File: src/rtl/bdx_pkg.sv
// shared types and constants for the bit deposit / extract unit
// no dependencies
`default_nettype none

package bdx_pkg;

    // width of the payload ports
    localparam int FIELD_BITS = 64;

    // default data path width
    localparam int WORD_BITS_DEFAULT = 64;

    typedef enum logic [0:0] {
        OP_DEPOSIT = 1'b0,
        OP_EXTRACT = 1'b1
    } opcode_t;

endpackage

`default_nettype wire

File: src/rtl/bdx_expand_net.sv
// expand network: runs the compress moves backwards, highest level first,
// to spread low source bits out to the mask positions; uses bdx_pkg
`default_nettype none

module bdx_expand_net #(
    parameter int WORD_BITS = bdx_pkg::WORD_BITS_DEFAULT
) (
    input  logic [WORD_BITS-1:0]                         source,
    input  logic [$clog2(WORD_BITS)-1:0][WORD_BITS-1:0] move_mask,
    output logic [WORD_BITS-1:0]                         deposited
);

    localparam int LOG_W = $clog2(WORD_BITS);

    logic [WORD_BITS-1:0] spread [0:LOG_W];

    always_comb
    begin
        spread[LOG_W] = source;
        for (int j = LOG_W - 1; j >= 0; j--)
        begin
            for (int q = 0; q < WORD_BITS; q++)
            begin
                // a set move bit always sits at or above its shift distance
                if (move_mask[j][q] && (q >= (1 << j)))
                begin
                    spread[j][q] = spread[j+1][q - (1 << j)];
                end
                else
                begin
                    spread[j][q] = spread[j+1][q];
                end
            end
        end
    end

    // positions outside the mask may carry leftovers; the top level masks them
    assign deposited = spread[0];

endmodule

`default_nettype wire

File: config.mk
export PLATFORM = sky130hd
export DESIGN_NAME = bdx_expand_net
export DESIGN_NICKNAME = d
export VERILOG_FILES = /design/src/rtl/bdx_pkg.sv /design/src/rtl/bdx_expand_net.sv
export SDC_FILE = /design/constraint.sdc
export NUM_CORES = 1
export LEC_CHECK = 0
export ABC_AREA = 1
export BUFFER_PORTS_ARGS = -buffer_cell sky130_fd_sc_hd__buf_2
export CORE_AREA = 2 2 200 202
export DETAILED_ROUTE_END_ITERATION = 10
export DIE_AREA = 0 0 202 204
export PLACE_DENSITY = 0.32
export SYNTH_ARGS = -nofsm -noshare
export SYNTH_HDL_FRONTEND = slang
export SYNTH_SLANG_ARGS = --single-unit
File: constraint.sdc
create_clock -name vclk -period 2.13
set_clock_uncertainty 0.2 [all_clocks]
set_input_delay 0.426 -clock vclk [all_inputs]
set_output_delay 0.426 -clock vclk [all_outputs]
set_load 0.05 [all_outputs]
Word level (Yosys, flattened, before mapping) --
Index checks and enable logic that the tools add are counted.
Storage, ports and cells: bits in registers 0, input port bits 448, output and inout port bits 64
Cells by class: multiplexer cells 321
Operators with widths (count):
- 1-bit 2-to-1 mux | 321

Logic depth before layout (Yosys ltp) --
word-level depth 6, mapped depth 11, mapped depth without buffers 11

Worst setup path after synthesis --
OpenSTA, ideal clock, no wires.
kind input to output, start point in source[11], end point out deposited[14], buffers on the path 0, stages 6, setup slack -423 ps, arrival 1927 ps, data required time 1504 ps, path through inv_1 -> o21ai_2 -> nor2_1 -> a21oi_1 -> a21oi_1 -> o21ai_0
On the way: word-level cells in the longest chain between the ends 4
Ends and longest elaborated chain:
- from (decl) | line bdx_expand_net.sv:8 | input logic [WORD_BITS-1:0] source,
- 1-bit 2-to-1 mux (4 in series) | line bdx_expand_net.sv:25 | if (move_mask[j][q] && (q >= (1 << j)))
- to (decl) | line bdx_expand_net.sv:10 | output logic [WORD_BITS-1:0] deposited
No other way between the ends.

Worst setup path after layout --
start point in move_mask[281] in the netlist's numbering, end point out deposited[29]
On the way: word-level cells in the longest chain between the ends 5
Ends and longest elaborated chain:
- from (decl) | line bdx_expand_net.sv:9 | input logic [$clog2(WORD_BITS)-1:0][WORD_BITS-1:0] move_mask,
- 1-bit 2-to-1 mux (5 in series) | line bdx_expand_net.sv:25
No other way between the ends.

==> results.py <==
metrics = {
    "outcome": {
        "outcome": "finished, violations left",
        "violations": "setup timing",
    },
    "setup_path": {
        "start_kind": "input pin",
        "cp_max_fo": 2,
        "crit_path_end_kind": "output port",
        "path_class": "input pin to output port",
        "crit_arrival_ns": 1.72,
        "endpoint": "deposited[29]",
        "required_ns": 1.50,
        "crit_start": "move_mask[281]",
    },
    "place": {
        "dpl.hpwl_um": 33240,
        "gp_congestion": 0.8594,
        "placement.io_buffers": 449,
    },
    "timing": {
        "post-route-period-util_pct": 110.0,
        "rsz0062_at_grt": "true",
        "finalHoldViolCount": 0,
        "period_minus_slack_ns": 2.343,
        "hold_ws_ns": 0.9555,
        "setup_viol": 51,
        "fin_tns_setup_ns": -3.723,
        "slew_viol_final": 0,
        "worst_pin_slew_ns": 0.3015,
        "setup_ws_ns": -0.2134,
        "fmax_mhz": 426.7,
        "relSlewSlack_pct": 79.81,
    },
    "global_route": {
        "gr-total-overflow": 0,
        "antenna_found_initial": 10,
        "grt_first_pass_wirelength_um": 50630,
        "grt_max_degree": 5,
        "grtUsageTotal_pct": 16.42,
        "grt_pass1_vias": 8122,
    },
    "power": {
        "pwr_density_cell_nw_per_um2": 306.5,
        "power_mw": 3.252,
        "p_leak_nw": 5.586,
        "ir_drop_v": 0.0001129,
    },
    "logic_synthesis": {
        "syn-num-nets": 1333,
        "yosys-top-cells-area": "nand2_1, nand3_1, nand3b_1",
        "yosys_warnings": 0,
        "synthCells": 885,
        "yosysUniqueCellTypes": 19,
        "synth_area_per_cell_sq_um": 4.788,
        "synth.yosys.seq_area_share_pct": 0,
        "syn_area_sq_um": 4238,
        "synthMostInstantiatedCell": "nand2_1",
        "yosys-top-cells-count": "nand2_1, nand3_1, inv_1",
        "yosys.area.top_type": "nand2_1",
        "synth_top_area_share_pct": 26.93,
    },
    "route": {
        "drc": 0,
        "drt_wl_total_um": 36010,
        "via_count": 7858,
        "wl_per_cell_um": 18.68,
        "drt_iter0_markers": 235,
        "postRouteAntennaNets": 0,
        "dr.pass1.iters": 4,
        "via_per_inst": 4.076,
    },
    "cells_and_area": {
        "seq_cells": 0,
        "final-seq-area_sq_um": 0,
        "drive_gt1_share_pct": 65.86,
        "fin_nets": 1847,
        "synthToLayoutAreaGrowth_pct": 150.4,
        "nClkBuffers": 0,
    },
    "floorplan": {
        "row_count": 73,
        "core-area_sq_um": 39180,
        "ios": 512,
        "start_util_pct": 10.82,
        "die_area_sq_um": 41210,
        "die_w_um": 202,
        "die_h_um": 204,
    },
    "job": {
        "drv_cap": 0,
    },
    "clock_network": {
        "cts-hold-fix-buffers": 0,
    },
    "hold_path": {
        "hold_path_class": "input pin to output port",
    },
}
==> where the power goes <==
group,internal (mW),total (mW),switching [mW]
clock network,0.000000377,0.000000377,0
registers,0,0,0
logic,1.35,3.25,1.90
total,1.35,3.25,1.90
==> stage by stage <==
stage	utilization, %	instances	setup WS, ns	cell area [sq um]
floorplan	-	885	-0.1733	4287
global placement	19.72	1911	-0.5441	7729
detailed placement	19.72	1911	-0.5661	7729
CTS	24.86	1917	-0.1999	9739
global route	27.07	1926	-0.2232	10610
finish	27.08	1928	-0.2134	10610
==> logic make-up after synthesis <==
| logic type | Yosys count | synth area share [%] |
|---|---|---|
| buffers and inverters | 169 | 15.06 |
| and+or+nand+nor | 629 | 71.60 |
| AOI/OAI and AO/OA | 74 | 10.16 |
| muxes | 13 | 3.189 |
==> timing repair <==
item | CTS | global route
pin swaps | 215 | 212
resized for setup | 556 | 208
setup endpoints to repair | 62 | 62
setup buffers | 8 | 7
==> placed cells by master, fill, tap and decap left out, types with 2 or more instances in the layout <==
master,n
buf_8,32
buf_4,37
o21a_1,2
o211ai_1,10
o21ai_1,2
diode_2,6
nand3b_1,98
nand3_1,73
nand2_1,146
nor2_2,6
nand2_4,41
inv_1,130
or2_1,9
nand3_4,25
o21ai_2,32
buf_2,329
o21ai_0,3
a21oi_4,2
buf_12,14
buf_6,101
inv_4,17
nand3_2,100
nand2_2,117
or2_4,10
inv_2,19
mux2i_2,9
a21oi_2,6
mux2i_1,2
o21ai_4,16
==> layer usage <==
layer	part of all wire (%)	vias to the layer above	track usage, %	routed length (um)
met3	6.4	28	3.109	2318
met4	1.7	8	2.547	603
met5	0.13	-	0	48
met2	51	265	30.96	18470
li1	-	3935	-	-
met1	40	3622	19.45	14570
==> worst min path at each step <==
stage                     cells past startpoint  slack (ns)     startpoint            end
after global placement                        3        0.97  move_mask[17]  deposited[17]
after floorplan                               1        0.81  move_mask[15]  deposited[15]
after global routing                          3        0.96  move_mask[15]  deposited[15]
after CTS                                     3        0.95  move_mask[20]  deposited[20]
after detailed placement                      3        0.98  move_mask[17]  deposited[17]
final                                         3        0.96  move_mask[20]  deposited[20]
==> worst max-delay path, cell delays in order <==
cell	delay (ns)
buf_8	0.10
nand2_4	0.06
o21ai_4	0.06
buf_6	0.10
or2_4	0.22
nand3_2	0.08
nand3b_1	0.23
nand3b_1	0.18
nand2_1	0.08
buf_6	0.16
==> cell type report <==
| cell class | instances | area (sq um) |
|---|---|---|
| tap | 525 | 656.9 |
| timing repair buffer | 513 | 3822 |
| fill | 4456 | 28570 |
| inverter | 168 | 685.7 |
| multi-input combinational | 716 | 5431 |
| antenna | 6 | 15.01 |
Power figures use the tool's default switching activity.
