`src/rtl/bdx_pkg.sv`:
```
// shared types and constants for the bit deposit / extract unit
// no dependencies
`default_nettype none

package bdx_pkg;

    // width of the payload ports
    localparam int FIELD_BITS = 64;

    // default data path width
    localparam int WORD_BITS_DEFAULT = 64;

    typedef enum logic [0:0] {
        OP_DEPOSIT = 1'b0,
        OP_EXTRACT = 1'b1
    } opcode_t;

endpackage

`default_nettype wire

```
`src/rtl/bdx_compress_net.sv`:
```
// compress network: moves each masked bit down by its zero count, one
// power of two per level, and records the per-level move masks; uses bdx_pkg
`default_nettype none

module bdx_compress_net #(
    parameter int WORD_BITS = bdx_pkg::WORD_BITS_DEFAULT
) (
    input  logic [WORD_BITS-1:0]                         source,
    input  logic [WORD_BITS-1:0]                         mask,
    input  logic [WORD_BITS-1:0][$clog2(WORD_BITS)-1:0] zeros_below,
    output logic [$clog2(WORD_BITS)-1:0][WORD_BITS-1:0] move_mask,
    output logic [WORD_BITS-1:0]                         extracted
);

    localparam int LOG_W = $clog2(WORD_BITS);

    logic [WORD_BITS-1:0]            live [0:LOG_W];
    logic [WORD_BITS-1:0]            data [0:LOG_W];
    logic [WORD_BITS-1:0][LOG_W-1:0] hop [0:LOG_W];

    always_comb
    begin
        logic stay;
        stay    = 1'b0;
        live[0] = mask;
        data[0] = source & mask;
        hop[0]  = zeros_below;
        for (int j = 0; j < LOG_W; j++)
        begin
            for (int q = 0; q < WORD_BITS; q++)
            begin
                move_mask[j][q] = live[j][q] & hop[j][q][j];
            end
            for (int q = 0; q < WORD_BITS; q++)
            begin
                stay = live[j][q] & !hop[j][q][j];
                if (stay)
                begin
                    live[j+1][q] = 1'b1;
                    data[j+1][q] = data[j][q];
                    hop[j+1][q]  = hop[j][q];
                end
                else if ((q + (1 << j) < WORD_BITS) && move_mask[j][q + (1 << j)])
                begin
                    live[j+1][q] = 1'b1;
                    data[j+1][q] = data[j][q + (1 << j)];
                    hop[j+1][q]  = hop[j][q + (1 << j)];
                end
                else
                begin
                    live[j+1][q] = 1'b0;
                    data[j+1][q] = 1'b0;
                    hop[j+1][q]  = '0;
                end
            end
        end
    end

    assign extracted = data[LOG_W];

endmodule

`default_nettype wire

```
`config.mk`:
```
export PLATFORM = sky130hd
export DESIGN_NAME = bdx_compress_net
export DESIGN_NICKNAME = d
export VERILOG_FILES = /design/src/rtl/bdx_pkg.sv /design/src/rtl/bdx_compress_net.sv
export SDC_FILE = /design/constraint.sdc
export NUM_CORES = 2
export LEC_CHECK = 0
export BUFFER_PORTS_ARGS = -buffer_cell sky130_fd_sc_hd__buf_2
export CAP_MARGIN = 25
export CORE_AREA = 2 2 374 376
export DETAILED_ROUTE_END_ITERATION = 10
export DIE_AREA = 0 0 376 378
export PLACE_DENSITY = 0.35
export SYNTH_ARGS = -nofsm -noshare
export SYNTH_HDL_FRONTEND = slang
export SYNTH_SLANG_ARGS = --single-unit
export TNS_END_PERCENT = 50
```
`constraint.sdc`:
```
create_clock -name vclk -period 3.38
set_clock_uncertainty 0.1 [all_clocks]
set_input_delay 0.169 -clock vclk [all_inputs]
set_output_delay 0.169 -clock vclk [all_outputs]
set_load 0.02 [all_outputs]
```
# After elaboration in Yosys (flattened, before gate mapping)
# Index checks and enable logic that the tools add are counted.
[word_totals] ff_bits=0 inputBits=512 output_inout_bits=448 wordCells=3076
[op_classes] muxes=1923 bitwise_logic=769 reduce_logical=384
[ops] cell="$mux 6" n=609
[ops] cell="$mux 1" n=1314
[ops] cell="$and 1x1->1" n=768
[ops] cell="$logic_not 1->1" n=384
[ops] cell="$and 64x64->64" n=1

# Logic depth before layout (Yosys ltp)
[depth] depth_word=18 ltp_mapped=13 ltp_nobuf=12

# Least setup slack after synthesis
# No wires, ideal clock.
[synth_path] kind="in2out" from="input mask[22]" to="output move_mask[320] (netlist bit)" arrival_time_ps=3249 required_ps=3111 slack_ps=-138 stages=10 path_buffers=1 path_cell_list="nor2b_1 -> buf_2 -> o21ai_0 -> nand2_1 -> o22ai_1 -> nand2b_1 -> a2bb2oi_1 -> mux2i_1 -> inv_1 -> o31ai_1"
[synth_rtl] item="from (decl)" line="bdx_compress_net.sv:9" text="input logic [WORD_BITS-1:0] mask,"
[synth_rtl] item="to (decl)" line="bdx_compress_net.sv:11" text="output logic [$clog2(WORD_BITS)-1:0][WORD_BITS-1:0] move_mask,"

# Worst setup path after layout
[layout_path] from="input zeros_below[367] (netlist bit)" to="output extracted[0]"
[layout_via] elab_chain_len=17 word_cells_on_any_way=31 classes_between="mux: 25; bitwise: 5; reduce/logical: 1"
[layout_lines] item="from (decl)" line="bdx_compress_net.sv:10" text="input logic [WORD_BITS-1:0][$clog2(WORD_BITS)-1:0] zeros_below,"
[layout_lines] item="$mux 6 *" line="bdx_compress_net.sv:43" text="else if ((q + (1 << j) < WORD_BITS) && move_mask[j][q + (1 << j)])"
[layout_lines] item="$mux 6 *" line="bdx_compress_net.sv:37" text="if (stay)"
[layout_lines] item="$logic_not 1->1 *" line="bdx_compress_net.sv:36" text="stay = live[j][q] & !hop[j][q][j];"
[layout_lines] item="$and 1x1->1 *" line="bdx_compress_net.sv:36"
[layout_lines] item="$mux 1 / $mux 6 (equally long branches)" line="bdx_compress_net.sv:37"
[layout_lines] item="$and 1x1->1" line="bdx_compress_net.sv:32" text="move_mask[j][q] = live[j][q] & hop[j][q][j];"
[layout_lines] item="$mux 1 / $mux 6 (equally long branches)" line="bdx_compress_net.sv:43"
[layout_lines] item="$mux 1 / $mux 6 (equally long branches)" line="bdx_compress_net.sv:37"
[layout_lines] item="$and 1x1->1" line="bdx_compress_net.sv:32"
[layout_lines] item="$mux 1 / $mux 6 (equally long branches)" line="bdx_compress_net.sv:43"
[layout_lines] item="$mux 1 / $mux 6 (equally long branches)" line="bdx_compress_net.sv:37"
[layout_lines] item="$and 1x1->1" line="bdx_compress_net.sv:32"
[layout_lines] item="$mux 1 / $mux 6 (equally long branches)" line="bdx_compress_net.sv:43"
[layout_lines] item="$mux 1 / $mux 6 (equally long branches)" line="bdx_compress_net.sv:37"
[layout_lines] item="$and 1x1->1" line="bdx_compress_net.sv:32"
[layout_lines] item="$mux 1 *" line="bdx_compress_net.sv:43"
[layout_lines] item="$mux 1 *" line="bdx_compress_net.sv:37"
[layout_lines] item="to (decl)" line="bdx_compress_net.sv:12" text="output logic [WORD_BITS-1:0] extracted"
# Mark *: on every way between the ends. The rest lies on a longest branch, timed or not.

==> metrics.md <==
| Metric | Value |
|---|---|
| Status | finished, violations left |
| Violated checks | setup timing |
| Core ar. | about 140,000 um^2 |
| Max Clock Freq | 278 MHz |
| Worst path required time | 3.11 ns |
| Register area | 0 um^2 |
| Max FO, Critical Path | 4 |
| DR vias/cell | 5.15 |
| Pleak | 25.7 nW |
| GRT overflow | 0 |
| Final min period | 3.60 ns |
| Final Power | 9.81 mW |
| Largest net degree at the start of global routing | 11 |
| Seq_cells | 0 |
| Commonest cells after routing, fill and taps aside | buf_4 (1,923), buf_2 (904), nand2_1 (312) |
| Initial DRC count | 2,963 |
| Synthesized netlist cell count | 3,607 |
| Syn nets | 4,119 |
| Power Dens Cells | ~190 nW/um^2 |
| Ratio of cells with drive above 1 in the final layout | about three fifths |
| Net Switching | 5.36 mW |
| Slew @ Worst Pin | about 0.82 ns |
| Crit path DAT | 3.33 ns |
| # clk buffers | 0 |
| Initial antenna violation count | 21 |
| GRT Overall Usage | 30.6% |
| Die height | 378 um |
| Final setup vio count | 13 |
| Gpl congestion | roughly 1.0 |
| Ys Warns | 0 |
| Max transition margin | between 40% and 50% |
| Netlist cell types | 113 |
| Vias | between 40,000 and 50,000 |
| CP endpoint kind | output pin |
| Post-DRT Antenna Nets | 0 |
| Final hold vios | 0 |
| Crit path max-delay family | multiplexers |
| Die width | 376 um |
| CP bufs+invs | 6 |
| Final routed DRC violation total | 0 |
| # rows | 137 |
| Hold Path Class | in2out |
| CP max stage cell | mux2_4 |
| Sequential group share of total power | 0% |
| Final WS setup | -0.218 ns |
| Post-Route WL | 234,000 um |
| CP cell instances | buf_6 > nand3b_1 > mux2_4 > mux2i_4 > buf_6 > o211ai_1 > a22oi_2 > buf_4 > mux2i_1 > buf_4 > nor4b_4 > nor2_1 > mux2_4 > mux2i_2 > buf_6 > buf_6 |
| Initial DRT Pass Iterations | 6 |
| VDD IR max | 0.125 mV |
| Seq/Total Area, Yosys | 0% |
| Post-synth top area share | ~16% |
| WS Path Type | in2out |
| Dominant cells by area after synthesis | mux2i_1 (16%), mux2_2 (5.5%), nand2_1 (5.3%) |
| Mapped cell area | 24,700 um^2 |
| Area grow syn2layout | 112% |
| CP startpoint kind | primary input |
| Syn_area_per_cell | 6.84 um^2 |
| Starting density of the core | approximately 18% |
| RSZ-0062 raised after global routing | true |
| Die area | 142,000 um^2 |
| Crit-path max cell delay | 0.35 ns |
| I/O Pins | 960 |
| Clock power frac | 0% |
| PortBufs | 960 |
| Crit path top cell by count | buf_6 |
| Vias in the first global route | 42,000 |
| Worst slack, placed | -0.899 ns |
| Max-slew violation count | 0 |
| Post-synth top area cell | mux2i_1 |
| Maxcap violations | 0 |
| Commonest non-fill, non-tap cell in the layout | buf_4 |
| Routed wire length per instance | 28.2 um |
| Crit share post-route | 106% |
| Sw Share | between 50 and 60% |
| Comb power frac | between 90% and 100% |
| Detailed placement HPWL | 211,000 um |
| Total internal power | 4.46 mW |
| First-pass GRT wire length | ~310,000 um |
| Layout Nets | ~7,000 |
==> cells by family (layout without fill, tap and decap cells) <==
kind of cell | count (synthesis) | in the layout | share of synthesized area [%]
compound gates | 1301 | 1301 | 38.8
buf+inv | 319 | 3190 | 5.49
mux | 548 | 548 | 23.7
other cells | 0 | 9 | 0
simple gates | 1439 | 1439 | 32.1
==> layer usage <==
layer | global-route usage (%) | share of wire, %
met5 | 0 | 0.016
met2 | 54.1 | 48
met1 | 38.7 | 43
met4 | 8.72 | 3.6
met3 | 3.56 | 5.2
==> power groups by stage <==
stage / Sequential (mW) / Combinational [mW] / Clock [mW]
2_1_floorplan: 0 / 3.33 / 0
3_3_place_gp: 0 / 8.39 / 0
3_5_place_dp: 0 / 8.39 / 0
4_1_cts: 0 / 9.14 / 0
5_1_grt: 0 / 10.2 / 0.000000159
6_report: 0 / 9.81 / 0.000000356
==> per-stage QoR <==
stage / utilization [%] / hold WS [ns] / cells / TNS (ns) / area [um^2]
floorplan: - / 0.334 / 3607 / -0.106 / 24700
global placement: 33.1 / 0.574 / 8164 / -17.03 / 45800
detailed placement: 33.1 / 0.581 / 8164 / -17.51 / 45800
CTS: 35.6 / 0.583 / 8227 / -1.26 / 49300
global route: 37.7 / 0.600 / 8289 / -2.50 / 52300
finish: 37.7 / 0.581 / 8294 / -0.999 / 52300
==> cells in the mapped netlist, types with 30 or more instances <==
master and n:
mux2i_1 397, nand2b_1 106, o31a_1 33, nor2b_1 106
a21o_1 36, a31oi_1 71, o31ai_1 49, o22ai_1 173
and3_1 86, a22o_1 42, or2_2 32, nor3b_1 30
a22oi_1 134, and3b_1 56, nand2_1 348, nand3b_1 59
nor3_1 43, inv_1 201, o22a_1 88, o21ai_0 144
a21oi_1 138, nor2_1 229, clkbuf_1 46, and2_1 96
nand3_1 107, a32oi_1 83, mux2_2 121, buf_2 50
==> layout make-up <==
| type | instances | area, um^2 |
|---|---|---|
| fill | 15000 | 86200 |
| multi-input combinational | 3288 | 28200 |
| timing repair buffer | 2989 | 21100 |
| tap | 1807 | 2260 |
| inverter | 201 | 754 |
| antenna | 9 | 22.5 |
==> repair_timing <==
action / 4_1_cts / 5_1_grt
endpoints found under the setup margin: 78 / 72
setup buffers: 69 / 71
hold buffers: 0 / 0
pin swaps: 84 / 104
gates resized for setup: 670 / 541
==> path summary, 6_finish.rpt <==
path | slack [ns] | cells after the start | startpoint | end
setup / recovery | -0.22 | 16 | zeros_below[367] | extracted[0]
hold / removal | 0.58 | 3 | mask[0] | move_mask[0]
Note: power is estimated with default switching activity, not from simulation.
