--- src/rtl/bdx_pkg.sv ---
// shared types and constants for the bit deposit / extract unit
// no dependencies
`default_nettype none

package bdx_pkg;

    // width of the payload ports
    localparam int FIELD_BITS = 64;

    // default data path width
    localparam int WORD_BITS_DEFAULT = 64;

    typedef enum logic [0:0] {
        OP_DEPOSIT = 1'b0,
        OP_EXTRACT = 1'b1
    } opcode_t;

endpackage

`default_nettype wire

--- src/rtl/bdx_zero_count.sv ---
// per bit position, the number of clear mask bits below that position
// parallel prefix count in log2(WORD_BITS) levels; uses bdx_pkg
`default_nettype none

module bdx_zero_count #(
    parameter int WORD_BITS = bdx_pkg::WORD_BITS_DEFAULT
) (
    input  logic [WORD_BITS-1:0]                         mask,
    output logic [WORD_BITS-1:0][$clog2(WORD_BITS)-1:0] zeros_below
);

    localparam int LOG_W = $clog2(WORD_BITS);

    logic [WORD_BITS-1:0][LOG_W-1:0] acc [0:LOG_W];

    always_comb
    begin
        // exclusive count: seed with the clear bit just below each position
        acc[0][0] = '0;
        for (int i = 1; i < WORD_BITS; i++)
        begin
            acc[0][i] = LOG_W'(!mask[i-1]);
        end
        for (int s = 0; s < LOG_W; s++)
        begin
            for (int i = 0; i < WORD_BITS; i++)
            begin
                if (i >= (1 << s))
                begin
                    acc[s+1][i] = LOG_W'(acc[s][i] + acc[s][i-(1 << s)]);
                end
                else
                begin
                    acc[s+1][i] = acc[s][i];
                end
            end
        end
    end

    assign zeros_below = acc[LOG_W];

endmodule

`default_nettype wire

--- config.mk ---
export PLATFORM = sky130hd
export DESIGN_NAME = bdx_zero_count
export DESIGN_NICKNAME = d
export VERILOG_FILES = /design/src/rtl/bdx_pkg.sv /design/src/rtl/bdx_zero_count.sv
export SDC_FILE = /design/constraint.sdc
export NUM_CORES = 1
export LEC_CHECK = 0
export BUFFER_PORTS_ARGS = -buffer_cell sky130_fd_sc_hd__buf_2
export CAP_MARGIN = 20
export CORE_ASPECT_RATIO = 0.75
export CORE_MARGIN = 2
export CORE_UTILIZATION = 45
export DETAILED_ROUTE_END_ITERATION = 8
export PLACE_DENSITY = 0.76
export SYNTH_ARGS = -nofsm -noshare
export SYNTH_HDL_FRONTEND = slang
export SYNTH_SLANG_ARGS = --single-unit
--- constraint.sdc ---
create_clock -name vclk -period 10.95
set_clock_uncertainty 0.15 [all_clocks]
set_input_delay 1.6425 -clock vclk [all_inputs]
set_output_delay 1.6425 -clock vclk [all_outputs]
set_load 0.02 [all_outputs]
---- Word level (Yosys, flattened, before mapping) ----
Index checks and enable logic that the tools add are counted.
storage, ports and cells
  register bits after elaboration ......... 0
  input port bits ......................... 64
  output and inout bits ................... 384
  word-level logic and storage cells ...... 378
cells by class
  $add $sub $neg .......................... 315
  reduce and logical (&&, ||, !) cells .... 63
operators by type and width
  kind                                    count
  4-bit by 4-bit adder with 5-bit output  51
  5-bit by 5-bit adder with 6-bit output  39
  3-bit by 3-bit adder with 4-bit output  57
  2-bit by 2-bit adder with 3-bit output  60
  1-bit by 1-bit adder with 2-bit output  62
  6-bit adder                             15
  1-bit logical NOT                       63
  6-bit by 5-bit adder with 6-bit output  8
  5-bit by 4-bit adder with 6-bit output  4
  6-bit by 4-bit adder with 6-bit output  4
  5-bit by 3-bit adder with 6-bit output  2
  6-bit by 3-bit adder with 6-bit output  2
  4-bit by 3-bit adder with 5-bit output  2
  5-bit by 1-bit adder with 6-bit output  1
  5-bit by 2-bit adder with 6-bit output  1
  6-bit by 1-bit adder with 6-bit output  1
  6-bit by 2-bit adder with 6-bit output  1
  4-bit by 1-bit adder with 5-bit output  1
  4-bit by 2-bit adder with 5-bit output  1
  3-bit by 1-bit adder with 4-bit output  1
  3-bit by 2-bit adder with 4-bit output  1
  2-bit by 1-bit adder with 3-bit output  1

---- Longest topological paths before layout ----
Gate-level depths: netlist of the first run.
  depth in word-level cells ............... 7
  depth in mapped cells ................... 26
  depth with buffers taken out ............ 26

---- Worst setup path before layout of the first run ----
Ideal clock, no wire load.
  kind .................................... input-to-output
  start point ............................. in mask[0]
  end point ............................... out zeros_below[341] in the netlist's numbering
  arrival ................................. 8.085 ns
  data required time ...................... 9.158 ns
  setup slack ............................. 1.072 ns
  cell stages on the path ................. 19
  buffers on the path ..................... 0
  cells stage by stage .................... inv_1 -> ha_1 -> inv_1 -> fa_1 -> inv_1 -> fa_1 -> xor2_1 -> ha_1 -> xor2_1 -> fa_1 -> inv_1 -> fa_1 -> fa_1 -> inv_1 -> fa_1 -> a21o_1 -> a21oi_1 -> xnor2_1 -> xnor2_1
RTL lines
  what             line                 RTL
  start, declared  bdx_zero_count.sv:8  input logic [WORD_BITS-1:0] mask,
  end, declared    bdx_zero_count.sv:9  output logic [WORD_BITS-1:0][$clog2(WORD_BITS)-1:0] zeros_below

==> flow_summary.ini, run 1 <==
[routing]
wl_per_cell_um = 19.4
ant_nets = 0
drt_pass1_iterations = 7
drtIter0Drc = 916
drc = 0
wirelength_um = 74000
vias_per_cell = 5.04
vias = 19176

[global_route]
antenna_found_initial = 3
grtUsageTotal = 0.252
grt_pass1_wl_um = 113000
overflow = 0
grt_pass1_vias = 19520
grt_max_degree = 8

[placement]
dp_slack_ns = 0.746
hpwl_um = 70400
portBuffers = 410
routabilityCongestion = 0.982

[sta]
worst_pin_slew_ns = 0.768
setup_tns_ns = 0
final-setup-viol-count = 0
hold-worst-slack_ns = 3.67
setup_ws_ns = 0.760
hold_viol = 0
max_freq_ghz = 0.0981
min_period_ns = 10.19
rsz0062_at_grt = false
maxSlewViolCount = 0
maxSlewHeadroom = 0.488
fin_crit_sh = 0.931

[floorplan]
boundaryPins = 448
rows = 75
core_area_um2 = 55800
initial_utilization = 0.455
die_w_um = 278
die_h_um = 210
die-area_um2 = 58400

[synth]
synth_top_area_cell = ha_1
synth_cells = 2663
avgSynthCellArea_um2 = 9.54
synth_top_area_frac = 0.347
synth_most_common_cell = ha_1
synth_warnings = 0
syn_area_um2 = 25400
ys_types = 34
ys_top_cells_by_area = ha_1 (35%), fa_1 (28%), inv_1 (10%)
synth_commonest_cells = ha_1 (705), inv_1 (681), fa_1 (360), a21o_1 (260), xnor2_1 (224)
synth-seq-area-share = 0

[layout]
fillers = 5271
seq_area_um2 = 0
num-nets-final = 4204
nFlopsAndLatches = 0
synthToLayoutAreaGrowth_pct = 11.2
post-route-util = 0.506
clockBufferCount = 0
drive_above_1_share = 0.136

[worst_setup_path]
end_kind = output port
crit_fanout = 5
worstPathArrival_ns = 8.40
crit_type = in -> out
crit_required_ns = 9.16
cp-start-kind = input pin

[outcome]
status = complete, no violations

[clocking]
post_cts_resized = 0
cts_setup_buffers = 0
postCtsHoldBufs = 0

[job]
drv_cap = 0

[hold_path]
hp-class = in -> out
==> metal layers <==
| metal | wire length (um) | track usage | share of wire |
|---|---|---|---|
| met4 | 1060 | 0.0339 | 0.014 |
| met5 | 26 | 0 | 0.00035 |
| met1 | 35600 | 0.379 | 0.48 |
| met2 | 31500 | 0.385 | 0.43 |
| met3 | 5840 | 0.0421 | 0.079 |
==> cell families after synthesis <==
group,share of synthesized area
adder cells (fa/ha/maj),0.634
buffers and inverters,0.112
AO/OA/AOI/OAI,0.115
XOR/XNOR,0.123
AND/OR/NAND/NOR,0.0162
other,0.000148
==> cell usage in the layout (no fill, tap or decap), drive strengths merged <==
| cell | n |
|---|---|
| ha | 705 |
| inv | 681 |
| buf | 411 |
| fa | 360 |
| a21o | 260 |
| xnor2 | 226 |
| a21oi | 138 |
| xor2 | 123 |
| conb | 37 |
| o21ai | 34 |
| nor2b | 17 |
| nand2b | 15 |
| nor2 | 13 |
| nand2 | 10 |
| maj3 | 8 |
| and3 | 6 |
| o21bai | 5 |
| and2 | 4 |
| nand3 | 3 |
| o21a | 3 |
| or2 | 2 |
| xor3 | 2 |
| nor3 | 2 |
| and3b | 2 |
| a221o | 2 |
| diode | 1 |
| o41ai | 1 |
| nor3b | 1 |
| a31o | 1 |
| a31oi | 1 |
==> worst paths after layout <==
path	end	start	cells past startpoint
worst max-delay path	zeros_below[383]	mask[5]	22
worst min-delay path	zeros_below[198]	mask[0]	4
==> metrics by stage <==
stage	cells	area [um^2]
2_1_floorplan	2699	25500
3_3_place_gp	3804	28200
3_5_place_dp	3804	28200
4_1_cts	3804	28200
5_1_grt	3804	28200
6_report	3805	28200
==> final cells by class <==
cell class	instances	area [um^2]	share of cell area
multi-input cells	1981	22700	0.804
inverters	681	2560	0.0905
repair buffers	411	2060	0.0729
well taps	731	915	0.0324
diodes	1	2.50	0.0000886
==> worst max-delay path, cell delays in order <==
cell and delay [ns]:
buf_2 0.14, inv_1 0.11, ha_1 0.37, and2_1 0.17, fa_1 0.70, inv_1 0.11
fa_1 0.61, inv_1 0.16, fa_1 0.62, fa_1 0.60, inv_1 0.07, fa_1 0.58
fa_1 0.46, fa_1 0.55, inv_1 0.05, ha_1 0.21, fa_1 0.40, a21o_1 0.19
a21oi_1 0.18, xnor2_1 0.17, xnor2_1 0.13, buf_2 0.18
Power of run 1 is left out: the tool's default activity adds up to more than one toggle a clock period on the data nets, which glitch-free logic cannot reach.
==> inputs of run 2 (changes only) <==
- CORE_ASPECT_RATIO: 0.75 -> not set
==> run 2 against run 1 <==
Design area rose by 0.16%. Sequential cell count did not move. Setup slack got worse by 0.094 ns. Die area barely moved. Highest routed layer is now met4. Cell count rose by 0.81%.
==> flow_summary.ini, run 2 (synthesis results as in run 1) <==
[worst_setup_path]
cp-start-kind = input pin
worstPathArrival_ns = 8.49
end_kind = output port
crit_fanout = 6
crit_type = in -> out
crit_required_ns = 9.16

[global_route]
antenna_found_initial = 7
overflow = 0
grt_max_degree = 8
grt_pass1_vias = 20046
grt_pass1_wl_um = 113000
grtUsageTotal = 0.249

[clocking]
post_cts_resized = 0
cts_setup_buffers = 0
postCtsHoldBufs = 0

[sta]
min_period_ns = 10.28
fin_crit_sh = 0.939
maxSlewHeadroom = 0.571
maxSlewViolCount = 0
final-setup-viol-count = 0
hold_viol = 0
worst_pin_slew_ns = 0.639
setup_tns_ns = 0
max_freq_ghz = 0.0972
rsz0062_at_grt = false

[routing]
drtIter0Drc = 751
vias_per_cell = 5.00
wirelength_um = 73000
ant_nets = 0
wl_per_cell_um = 19.0
vias = 19163
drc = 0
drt_pass1_iterations = 5

[placement]
place_inst = 3829
routabilityCongestion = 0.938
portBuffers = 410
hpwl_um = 69700
place_area_um2 = 28300

[floorplan]
rows = 87
core_area_um2 = 56100
die_h_um = 242
boundaryPins = 448
die-area_um2 = 58400
die_w_um = 242
initial_utilization = 0.453

[hold_path]
whs_path_depth = 4
hp-class = in -> out

[outcome]
status = complete, no violations

[layout]
synthToLayoutAreaGrowth_pct = 11.3
layout_common_cells = ha_1 (705), inv_1 (681), buf_2 (410)
fin_area_um2 = 28300
num-nets-final = 4204
drive_above_1_share = 0.136
final_cells = 3836
fillers = 5210
clockBufferCount = 0
nFlopsAndLatches = 0
final_common_cell = ha_1
seq_area_um2 = 0

[job]
drv_cap = 0
[run 2: cell types whose count changed in the layout (fill, tap and decap cells not counted)]
cell     change
diode_2      +6
[run 2: final cells by class]
| cell class | count | area [um^2] | share of cell area |
|---|---|---|---|
| inverters | 681 | 2560 | 0.0904 |
| repair buffers | 411 | 2060 | 0.0728 |
| diodes | 7 | 17.5 | 0.000619 |
| multi-input cells | 1981 | 22700 | 0.803 |
| well taps | 756 | 946 | 0.0334 |
[run 2: worst max-delay path: stages]
cell	delay, ns
buf_2	0.10
inv_1	0.23
ha_1	0.31
ha_1	0.22
fa_1	0.59
inv_1	0.09
fa_1	0.43
xnor2_1	0.53
ha_1	0.38
xnor2_1	0.41
ha_1	0.36
xor2_1	0.25
fa_1	0.46
inv_1	0.10
fa_1	0.44
fa_1	0.51
inv_1	0.07
fa_1	0.46
a21o_1	0.19
a21oi_1	0.20
xnor2_1	0.18
xnor2_1	0.15
buf_2	0.18
[run 2: metrics by stage]
stage	setup slack [ns]	hold slack [ns]	util
floorplan	1.07	3.26	-
global placement	0.766	3.61	0.504
detailed placement	0.722	3.63	0.504
CTS	0.702	3.63	0.504
global route	0.366	3.66	0.505
finish	0.666	3.62	0.505
[run 2: final timing paths]
kind	slack (ns)	from	end
worst max-delay path	0.67	mask[20]	zeros_below[359]
worst min-delay path	3.62	mask[62]	zeros_below[378]
[run 2: metal layers]
layer | wire (um) | vias up | track usage | share of wire
met5 | 0 | - | 0 | 0
met4 | 2840 | 0 | 0.0859 | 0.039
met3 | 3000 | 126 | 0.0165 | 0.041
met2 | 36200 | 505 | 0.442 | 0.50
met1 | 30900 | 9221 | 0.320 | 0.42
li1 | - | 9311 | - | -
Power of run 2 is left out for the same reason.
